$ cat config.mk
export PLATFORM = sky130hd
export DESIGN_NAME = sync_length_crc8_frame_receiver_top_flat
export DESIGN_NICKNAME = d
export VERILOG_FILES = /design/src/rtl/frx_pkg.sv /design/src/rtl/frx_if.sv /design/src/rtl/sync_length_crc8_frame_receiver_top.sv /design/src/rtl/frx_mem.sv /design/src/rtl/frx_parser.sv /design/src/rtl/frx_reader.sv /design/src/flat_wrapper.sv
export SDC_FILE = /design/constraint.sdc
export NUM_CORES = 1
export LEC_CHECK = 0
export BUFFER_PORTS_ARGS = -buffer_cell sky130_fd_sc_hd__buf_2
export CAP_MARGIN = 20
export CORE_ASPECT_RATIO = 0.8
export CORE_MARGIN = 4
export CORE_UTILIZATION = 55
export DETAILED_ROUTE_END_ITERATION = 16
export GPL_ROUTABILITY_DRIVEN = 0
export PLACE_DENSITY_LB_ADDON = 0.12
export REMOVE_ABC_BUFFERS = 1
export SLEW_MARGIN = 10
export SYNTH_ARGS = -nofsm -noshare
export SYNTH_HDL_FRONTEND = slang
export SYNTH_SLANG_ARGS = --single-unit
$ cat constraint.sdc
create_clock -name i_clk -period 3 [get_ports i_clk]
set_input_delay 0.3 -clock i_clk [delete_from_list [all_inputs] [get_ports i_clk]]
set_output_delay 0.3 -clock i_clk [all_outputs]
set_load 0.1 [all_outputs]
$ cat src/rtl/frx_pkg.sv
package frx_pkg;

    localparam int unsigned MAX_PAYLOAD_DEF = 32;
    localparam logic [7:0]  SYNC_RESET      = 8'hAA;
    localparam logic [7:0]  CRC_POLY        = 8'h8C;
    localparam int unsigned FIELD_LEN_W     = 6;

    typedef enum logic [2:0] {
        PH_SYNC,
        PH_TYPE,
        PH_LEN,
        PH_DATA,
        PH_CRC,
        PH_READ
    } t_frx_phase;

    // reflected CRC-8, one byte folded in
    function automatic logic [7:0] crc8_byte(input logic [7:0] crc, input logic [7:0] b);
        logic [7:0] c;
        c = crc ^ b;
        for (int k = 0; k < 8; k++) begin
            if (c[0]) begin
                c = (c >> 1) ^ CRC_POLY;
            end else begin
                c = c >> 1;
            end
        end
        return c;
    endfunction

endpackage

$ cat src/rtl/frx_if.sv
interface frx_byte_if;
    logic       valid;
    logic       ready;
    logic [7:0] rx_byte;

    modport source (output valid, output rx_byte, input ready);
    modport sink   (input valid, input rx_byte, output ready);
endinterface

interface frx_result_if;
    logic       valid;
    logic       ready;
    logic [7:0] frame_type;
    logic [5:0] frame_length;
    logic [7:0] payload_byte;
    logic       byte_valid;
    logic       last;

    modport source (output valid, output frame_type, output frame_length,
                    output payload_byte, output byte_valid, output last, input ready);
    modport sink   (input valid, input frame_type, input frame_length,
                    input payload_byte, input byte_valid, input last, output ready);
endinterface

$ cat src/rtl/sync_length_crc8_frame_receiver_top.sv
// Framed packet receiver with CRC-8 check (reflected, polynomial 0x8C, init 0).
// Input channel i_rx: one received byte per transfer. A frame is sync byte,
// type, length, payload, CRC byte; the CRC covers type, length and payload.
// Output channel o_res: one transfer per payload byte of a frame whose CRC
// matches, last marked; an empty frame gives one transfer with byte_valid low.
// Bad CRC or an oversized length drops the frame silently.
// i_cfg_we/i_cfg_wdata write the sync byte value (reset 0xAA); write it idle.
// Throughput: one byte a cycle while a frame is parsed. After a good CRC byte
// input is held off while the frame is read out of the payload memory through
// its single read port, one read per payload byte (one result for an empty
// frame), and for as long as the output stalls. The first result is shown once
// the parser has registered the readout phase and the memory read register is loaded.
// A stalled output holds its result; further results wait for it.
// Reset (synchronous) returns to waiting for sync and empties the output; the
// payload memory is not cleared, as each entry is written before it is read.
module sync_length_crc8_frame_receiver_top #(
    parameter int unsigned MAX_PAYLOAD = frx_pkg::MAX_PAYLOAD_DEF
) (
    input  logic         i_clk,
    input  logic         i_rst_n,
    input  logic         i_cfg_we,
    input  logic [7:0]   i_cfg_wdata,
    frx_byte_if.sink     i_rx,
    frx_result_if.source o_res
);
    import frx_pkg::*;

    localparam int unsigned ADDR_W = (MAX_PAYLOAD > 1) ? $clog2(MAX_PAYLOAD) : 1;
    localparam int unsigned LEN_W  = $clog2(MAX_PAYLOAD + 1);

    logic [7:0]        r_sync_value;
    logic              we;
    logic [ADDR_W-1:0] waddr;
    logic [7:0]        wdata;
    logic              re;
    logic [ADDR_W-1:0] raddr;
    logic [7:0]        rdata;
    logic              go;
    logic              done;
    logic [7:0]        ftype;
    logic [LEN_W-1:0]  flen;

    always_ff @(posedge i_clk) begin
        if (!i_rst_n) begin
            r_sync_value <= SYNC_RESET;
        end else if (i_cfg_we) begin
            r_sync_value <= i_cfg_wdata;
        end
    end

    frx_parser #(
        .MAX_PAYLOAD (MAX_PAYLOAD),
        .ADDR_W      (ADDR_W),
        .LEN_W       (LEN_W)
    ) u_parser (
        .i_clk        (i_clk),
        .i_rst_n      (i_rst_n),
        .i_sync_value (r_sync_value),
        .s_rx         (i_rx),
        .o_we         (we),
        .o_waddr      (waddr),
        .o_wdata      (wdata),
        .o_go         (go),
        .o_type       (ftype),
        .o_len        (flen),
        .i_done       (done)
    );

    frx_mem #(
        .DEPTH  (MAX_PAYLOAD),
        .ADDR_W (ADDR_W)
    ) u_mem (
        .i_clk   (i_clk),
        .i_we    (we),
        .i_waddr (waddr),
        .i_wdata (wdata),
        .i_re    (re),
        .i_raddr (raddr),
        .o_rdata (rdata)
    );

    frx_reader #(
        .ADDR_W (ADDR_W),
        .LEN_W  (LEN_W)
    ) u_reader (
        .i_clk   (i_clk),
        .i_rst_n (i_rst_n),
        .i_go    (go),
        .i_type  (ftype),
        .i_len   (flen),
        .o_done  (done),
        .o_re    (re),
        .o_raddr (raddr),
        .i_rdata (rdata),
        .m_res   (o_res)
    );

endmodule

$ cat src/rtl/frx_mem.sv
module frx_mem #(
    parameter int unsigned DEPTH  = 32,
    parameter int unsigned ADDR_W = 5
) (
    input  logic              i_clk,
    input  logic              i_we,
    input  logic [ADDR_W-1:0] i_waddr,
    input  logic [7:0]        i_wdata,
    input  logic              i_re,
    input  logic [ADDR_W-1:0] i_raddr,
    output logic [7:0]        o_rdata
);

    logic [7:0] r_mem [0:DEPTH-1];
    logic [7:0] r_rdata;

    always_ff @(posedge i_clk) begin
        if (i_we) begin
            r_mem[i_waddr] <= i_wdata;
        end
    end

    // read data holds until the next read
    always_ff @(posedge i_clk) begin
        if (i_re) begin
            r_rdata <= r_mem[i_raddr];
        end
    end

    assign o_rdata = r_rdata;

endmodule

$ cat src/rtl/frx_parser.sv
module frx_parser #(
    parameter int unsigned MAX_PAYLOAD = 32,
    parameter int unsigned ADDR_W      = 5,
    parameter int unsigned LEN_W       = 6
) (
    input  logic              i_clk,
    input  logic              i_rst_n,
    input  logic [7:0]        i_sync_value,
    frx_byte_if.sink          s_rx,
    output logic              o_we,
    output logic [ADDR_W-1:0] o_waddr,
    output logic [7:0]        o_wdata,
    output logic              o_go,
    output logic [7:0]        o_type,
    output logic [LEN_W-1:0]  o_len,
    input  logic              i_done
);
    import frx_pkg::*;

    t_frx_phase       r_phase, n_phase;
    logic [7:0]       r_type, n_type;
    logic [LEN_W-1:0] r_len, n_len;
    logic [LEN_W-1:0] r_fill, n_fill;
    logic [7:0]       r_crc, n_crc;
    logic             take;
    logic [7:0]       b;
    logic [7:0]       crc_next;
    logic [LEN_W-1:0] fill_inc;
    logic             len_bad;

    assign b        = s_rx.rx_byte;
    assign take     = s_rx.valid && s_rx.ready;
    assign crc_next = crc8_byte(r_crc, b);
    assign fill_inc = r_fill + LEN_W'(1);
    assign len_bad  = b > 8'(MAX_PAYLOAD);

    always_comb begin
        n_phase = r_phase;
        unique case (r_phase)
            PH_SYNC: if (take && b == i_sync_value) n_phase = PH_TYPE;
            PH_TYPE: if (take) n_phase = PH_LEN;
            PH_LEN: begin
                if (take) begin
                    if (len_bad) begin
                        n_phase = PH_SYNC;
                    end else if (b == 8'd0) begin
                        n_phase = PH_CRC;
                    end else begin
                        n_phase = PH_DATA;
                    end
                end
            end
            PH_DATA: if (take && fill_inc >= r_len) n_phase = PH_CRC;
            PH_CRC: begin
                if (take) begin
                    if (r_crc == b) begin
                        n_phase = PH_READ;
                    end else if (b == i_sync_value) begin
                        n_phase = PH_TYPE;
                    end else begin
                        n_phase = PH_SYNC;
                    end
                end
            end
            PH_READ: if (i_done) n_phase = PH_SYNC;
            default: n_phase = PH_SYNC;
        endcase
    end

    always_comb begin
        n_type  = r_type;
        n_len   = r_len;
        n_fill  = r_fill;
        n_crc   = r_crc;
        o_we    = 1'b0;
        o_waddr = r_fill[ADDR_W-1:0];
        o_wdata = b;
        unique case (r_phase)
            PH_SYNC: begin
                n_fill = '0;
                n_crc  = '0;
            end
            PH_TYPE: begin
                if (take) begin
                    n_type = b;
                    n_crc  = crc_next;
                end
            end
            PH_LEN: begin
                if (take) begin
                    n_len  = LEN_W'(b);
                    n_crc  = len_bad ? 8'd0 : crc_next;
                    n_fill = '0;
                end
            end
            PH_DATA: begin
                if (take) begin
                    o_we   = 1'b1;
                    n_crc  = crc_next;
                    n_fill = fill_inc;
                end
            end
            PH_CRC: begin
                // restart the check for a frame that opens on this byte
                if (take && r_crc != b) begin
                    n_crc  = '0;
                    n_fill = '0;
                end
            end
            PH_READ: begin
                n_crc  = '0;
                n_fill = '0;
            end
            default: begin
                n_crc  = '0;
                n_fill = '0;
            end
        endcase
    end

    always_ff @(posedge i_clk) begin
        if (!i_rst_n) begin
            r_phase <= PH_SYNC;
            r_fill  <= '0;
            r_crc   <= '0;
        end else begin
            r_phase <= n_phase;
            r_fill  <= n_fill;
            r_crc   <= n_crc;
        end
    end

    always_ff @(posedge i_clk) begin
        r_type <= n_type;
        r_len  <= n_len;
    end

    // hold off input while the frame is read out
    assign s_rx.ready = (r_phase != PH_READ);
    assign o_go       = (r_phase == PH_READ);
    assign o_type     = r_type;
    assign o_len      = r_len;

endmodule

$ cat src/rtl/frx_reader.sv
module frx_reader #(
    parameter int unsigned ADDR_W = 5,
    parameter int unsigned LEN_W  = 6
) (
    input  logic              i_clk,
    input  logic              i_rst_n,
    input  logic              i_go,
    input  logic [7:0]        i_type,
    input  logic [LEN_W-1:0]  i_len,
    output logic              o_done,
    output logic              o_re,
    output logic [ADDR_W-1:0] o_raddr,
    input  logic [7:0]        i_rdata,
    frx_result_if.source      m_res
);
    import frx_pkg::*;

    logic             r_valid;
    logic [7:0]       r_type;
    logic [5:0]       r_len;
    logic             r_bv;
    logic             r_last;
    logic [LEN_W-1:0] r_idx;
    logic             load;
    logic             empty;
    logic             is_last;
    logic [LEN_W-1:0] idx_inc;

    assign empty   = (i_len == '0);
    assign idx_inc = r_idx + LEN_W'(1);
    assign is_last = empty || (idx_inc == i_len);
    // memory read register doubles as the output payload register
    assign load    = i_go && (!r_valid || m_res.ready);
    assign o_re    = load && !empty;
    assign o_raddr = r_idx[ADDR_W-1:0];
    assign o_done  = load && is_last;

    always_ff @(posedge i_clk) begin
        if (!i_rst_n) begin
            r_valid <= 1'b0;
            r_idx   <= '0;
        end else if (load) begin
            r_valid <= 1'b1;
            r_idx   <= is_last ? '0 : idx_inc;
        end else if (m_res.ready) begin
            r_valid <= 1'b0;
        end
    end

    always_ff @(posedge i_clk) begin
        if (load) begin
            r_type <= i_type;
            r_len  <= empty ? 6'd0 : FIELD_LEN_W'(i_len);
            r_bv   <= !empty;
            r_last <= is_last;
        end
    end

    assign m_res.valid        = r_valid;
    assign m_res.frame_type   = r_type;
    assign m_res.frame_length = r_len;
    assign m_res.payload_byte = r_bv ? i_rdata : 8'd0;
    assign m_res.byte_valid   = r_bv;
    assign m_res.last         = r_last;

endmodule

$ cat src/flat_wrapper.sv
// flat-port wrapper written by rule: the top's interface ports become plain ports
module sync_length_crc8_frame_receiver_top_flat import frx_pkg::*;
#(
    parameter int unsigned MAX_PAYLOAD = frx_pkg::MAX_PAYLOAD_DEF
)
  (i_clk, i_rst_n, i_cfg_we, i_cfg_wdata, i_rx_valid, i_rx_rx_byte, i_rx_ready, o_res_valid, o_res_frame_type, o_res_frame_length, o_res_payload_byte, o_res_byte_valid, o_res_last, o_res_ready);
  frx_byte_if i_rx_i ();
  frx_result_if o_res_i ();
  input  logic i_clk;
  input  logic i_rst_n;
  input  logic i_cfg_we;
  input  logic [7:0] i_cfg_wdata;
  input wire logic [$bits(i_rx_i.valid)-1:0] i_rx_valid;
  input wire logic [$bits(i_rx_i.rx_byte)-1:0] i_rx_rx_byte;
  output wire logic [$bits(i_rx_i.ready)-1:0] i_rx_ready;
  output wire logic [$bits(o_res_i.valid)-1:0] o_res_valid;
  output wire logic [$bits(o_res_i.frame_type)-1:0] o_res_frame_type;
  output wire logic [$bits(o_res_i.frame_length)-1:0] o_res_frame_length;
  output wire logic [$bits(o_res_i.payload_byte)-1:0] o_res_payload_byte;
  output wire logic [$bits(o_res_i.byte_valid)-1:0] o_res_byte_valid;
  output wire logic [$bits(o_res_i.last)-1:0] o_res_last;
  input wire logic [$bits(o_res_i.ready)-1:0] o_res_ready;
  assign i_rx_i.valid = i_rx_valid;
  assign i_rx_i.rx_byte = i_rx_rx_byte;
  assign i_rx_ready = i_rx_i.ready;
  assign o_res_valid = o_res_i.valid;
  assign o_res_frame_type = o_res_i.frame_type;
  assign o_res_frame_length = o_res_i.frame_length;
  assign o_res_payload_byte = o_res_i.payload_byte;
  assign o_res_byte_valid = o_res_i.byte_valid;
  assign o_res_last = o_res_i.last;
  assign o_res_i.ready = o_res_ready;
  sync_length_crc8_frame_receiver_top #(.MAX_PAYLOAD(MAX_PAYLOAD)) u_core (.i_clk(i_clk), .i_rst_n(i_rst_n), .i_cfg_we(i_cfg_we), .i_cfg_wdata(i_cfg_wdata), .i_rx(i_rx_i), .o_res(o_res_i));
endmodule
==> run metrics <==
vias per std cell 5.99; Lkg Pwr ~5.0 nW; EDFF count, synth 294; via count 6,934; Max clock buf depth 3; largest net degree at the start of global routing between 60 and 70; Cells after DPL roughly 1,100; Reg area 9470 um^2; crit path capture type flip-flop; root buffer cell clkbuf_16; RSZ-0062 raised after global routing false; CP Max Fanout 7; WP data required 3.44 ns; Max-slew headroom 44.4%; Hold Path Class input pin to flip-flop; total CTS buffers 31; shortest period the worst path allows 2.72 ns; area of the multi-input gates 3480 um^2; sequential share of power 53.4%; final core utilization 65.4%; gr busiest metal met1; initial DRC count roughly 860; Final setup viols 0; FFs w/ async S/R, synth 0%; initial antenna violation count 2; synth cell count leaders edfxtp_1, mux4_2, nor2_1; total track usage 22.2%; Placed Area 14,200 um^2; fin area 15,300 um^2; status finished clean; leading area contributor after synthesis edfxtp_1; Logic pwr share 2.1%; final hold viol count 0; HPWL Detailed 19.0 mm; fin. max-slew vios 0; WL final between 20 and 30 mm; Global Route met1 Usage around 35%; Max-Cap Viols 0; die width 181 um; core footprint 23,500 um^2; Non-Filler Instances 1,158; total gr overflow 0; met3 Use GR 4.48%; clock share of power 44.5%; Layout area overhead 16.4%; number of global-route vias before repair between 6,000 and 7,000; sequential area share after synthesis 71.9%; Seq cells post-synth roughly 330; # DRC 0; I/O Buffers 46; maximum VDD drop 497 uV; kind of critical path flip-flop to flip-flop; most area-consuming cells after synthesis edfxtp_1, mux4_2, dfxtp_1; Worst Clk Skew just over 0.009 ns; crit share post-route 90.5%; first-pass GRT wire length 44.1 mm; Starting Density a little under three fifths; Pre-antenna DRT Iters 5; CTS sink count between 300 and 400; Antenna diodes 0; synthesized instance count a little over 700; layout cells sized above 1 29.9%; switching share of power a little under a fifth; Die H 146 um; Antenna Nets Post-Route 0; Clock transition at path regs approximately 0.060 ns; # fillers 1,576; Synth Cell Area between 10,000 and 15,000 um^2; post-cts resize count 0; post-route setup slack 0.285 ns; nets 854; switching power 1.75 mW; CTS tree done; I/O pins 47; clk_lat worst skew 0.55 ns; Max Clk Rate 368 MHz; Netlist cell types 47; H-Tree Level Count 1; Yosys top cell area share between 60 and 70%; Rows 50; critical path arrival about 3.2 ns; Mapped Avg Cell Area 18.5 um^2; die area ~26,000 um^2; count leader, synth edfxtp_1; P per Cell Area 604 nW/um^2; Main synth FF type edfxtp_1; Post-Place Worst Slack 0.355 ns; Int Pwr 7.51 mW; setup tns final 0 ns; Yosys Warn Count 0; met2 Use GR between 30% and 40%; Avg WL per Cell approximately 25 um; Slew @ Worst Pin between 0.8 and 0.9 ns; CP Launch Type flip-flop
power groups by stage:
stage	Sequential, mW	Combinational (mW)	Clock [mW]
final	4.95	0.197	4.12
after global routing	4.94	0.216	4.39
after CTS	4.95	0.198	4.20
after detailed placement	5.04	0.189	0
after global placement	5.04	0.182	0
after floorplan	5.05	0.0717	0
kinds of logic (layout without fill, tap and decap cells):
logic type	Yosys count	count (layout)	synth area share [%]
adders and majority gates	11	11	1.05
muxes	96	96	15.0
xor gates and xnor gates	44	44	2.93
AOI/OAI and AO/OA	44	44	2.38
and+or+nand+nor	142	142	5.12
DFF	326	326	71.9
buffers and inverters	48	183	1.65
flip-flops by register name, indices dropped and copies added (netlist names), 8 cells and up:
signal and count:
u_core.r_sync_value 8, u_core.u_reader.m_res.frame_type 8, u_core.u_mem.r_mem 256, u_core.u_parser.r_crc 8, u_core.u_parser.o_type 8, u_core.u_mem.o_rdata 8
cell type report:
type | instances | area share (%)
Timing Repair Buffer | 116 | 5.55
Inverter | 10 | 0.245
Clock buffer | 38 | 5.49
Sequential cell | 326 | 61.8
Tap cell | 312 | 2.55
Clock inverter | 19 | 1.65
Multi-Input combinational cell | 337 | 22.7
routing by layer:
layer / part of all wire [%] / up-vias
met2: 46 / 252
met5: 0 / -
li1: - / 3048
met3: 7.1 / 50
met4: 1.9 / 0
met1: 45 / 3584
critical path, cell delays in order, from the launching register on:
cell,delay (ns)
dfxtp_1,0.50
ha_1,0.25
nand3_1,0.10
xnor2_1,0.27
ha_1,0.31
a21o_1,0.17
a2111oi_0,0.39
o21ai_1,0.16
o211ai_1,0.22
nand2_1,0.10
o311a_1,0.13
final timing paths:
path | from | endpoint | slack, ns | cells after the start
max | u_core.u_parser.r_fill[0]$_SDFFE_PN0P_ | u_core.u_parser.r_phase[0]$_SDFFE_PN0P_ | 0.28 | 10
min reg2reg | u_core.u_parser.o_type[0]$_DFFE_PP_ | u_core.u_reader.m_res.frame_type[0]$_DFFE_PP_ | 0.42 | 0
max reg2reg | u_core.u_parser.r_fill[0]$_SDFFE_PN0P_ | u_core.u_parser.r_phase[0]$_SDFFE_PN0P_ | 0.28 | 10
min | o_res_ready | u_core.u_reader.m_res.valid$_SDFFE_PN0P_ | 0.04 | 3
cells in the final DEF (no fill, tap or decap), drive strengths merged, types with 3 or more instances in the layout:
| master | instances |
|---|---|
| a21oi | 3 |
| o21ai | 11 |
| nor2 | 56 |
| mux2i | 8 |
| clkbuf | 38 |
| nand3b | 5 |
| ha | 11 |
| dlygate4sd3 | 8 |
| xnor2 | 30 |
| edfxtp | 294 |
| or3 | 3 |
| inv | 11 |
| nand2 | 24 |
| clkinv | 10 |
| buf | 108 |
| a22oi | 6 |
| xor2 | 14 |
| o22ai | 3 |
| nand3 | 17 |
| a21o | 4 |
| mux4 | 80 |
| and2 | 9 |
| nand4 | 5 |
| mux2 | 8 |
| bufinv | 6 |
| a31oi | 4 |
| dfxtp | 32 |
| nor3 | 7 |
| nand2b | 6 |
repair_timing:
action / 4_1_cts / 5_1_grt
hold endpoints to repair: 8 / 0
hold buffers: 8 / 0
buffers inserted: 0 / 0
metrics by stage:
stage	hold slack, ns	power [mW]
2_1_floorplan	0.362	5.12
3_3_place_gp	0.403	5.23
3_5_place_dp	0.405	5.23
4_1_cts	0.0195	9.35
5_1_grt	0.0490	9.55
6_report	0.0413	9.26
No activity file was read; power rests on OpenSTA's default activity.
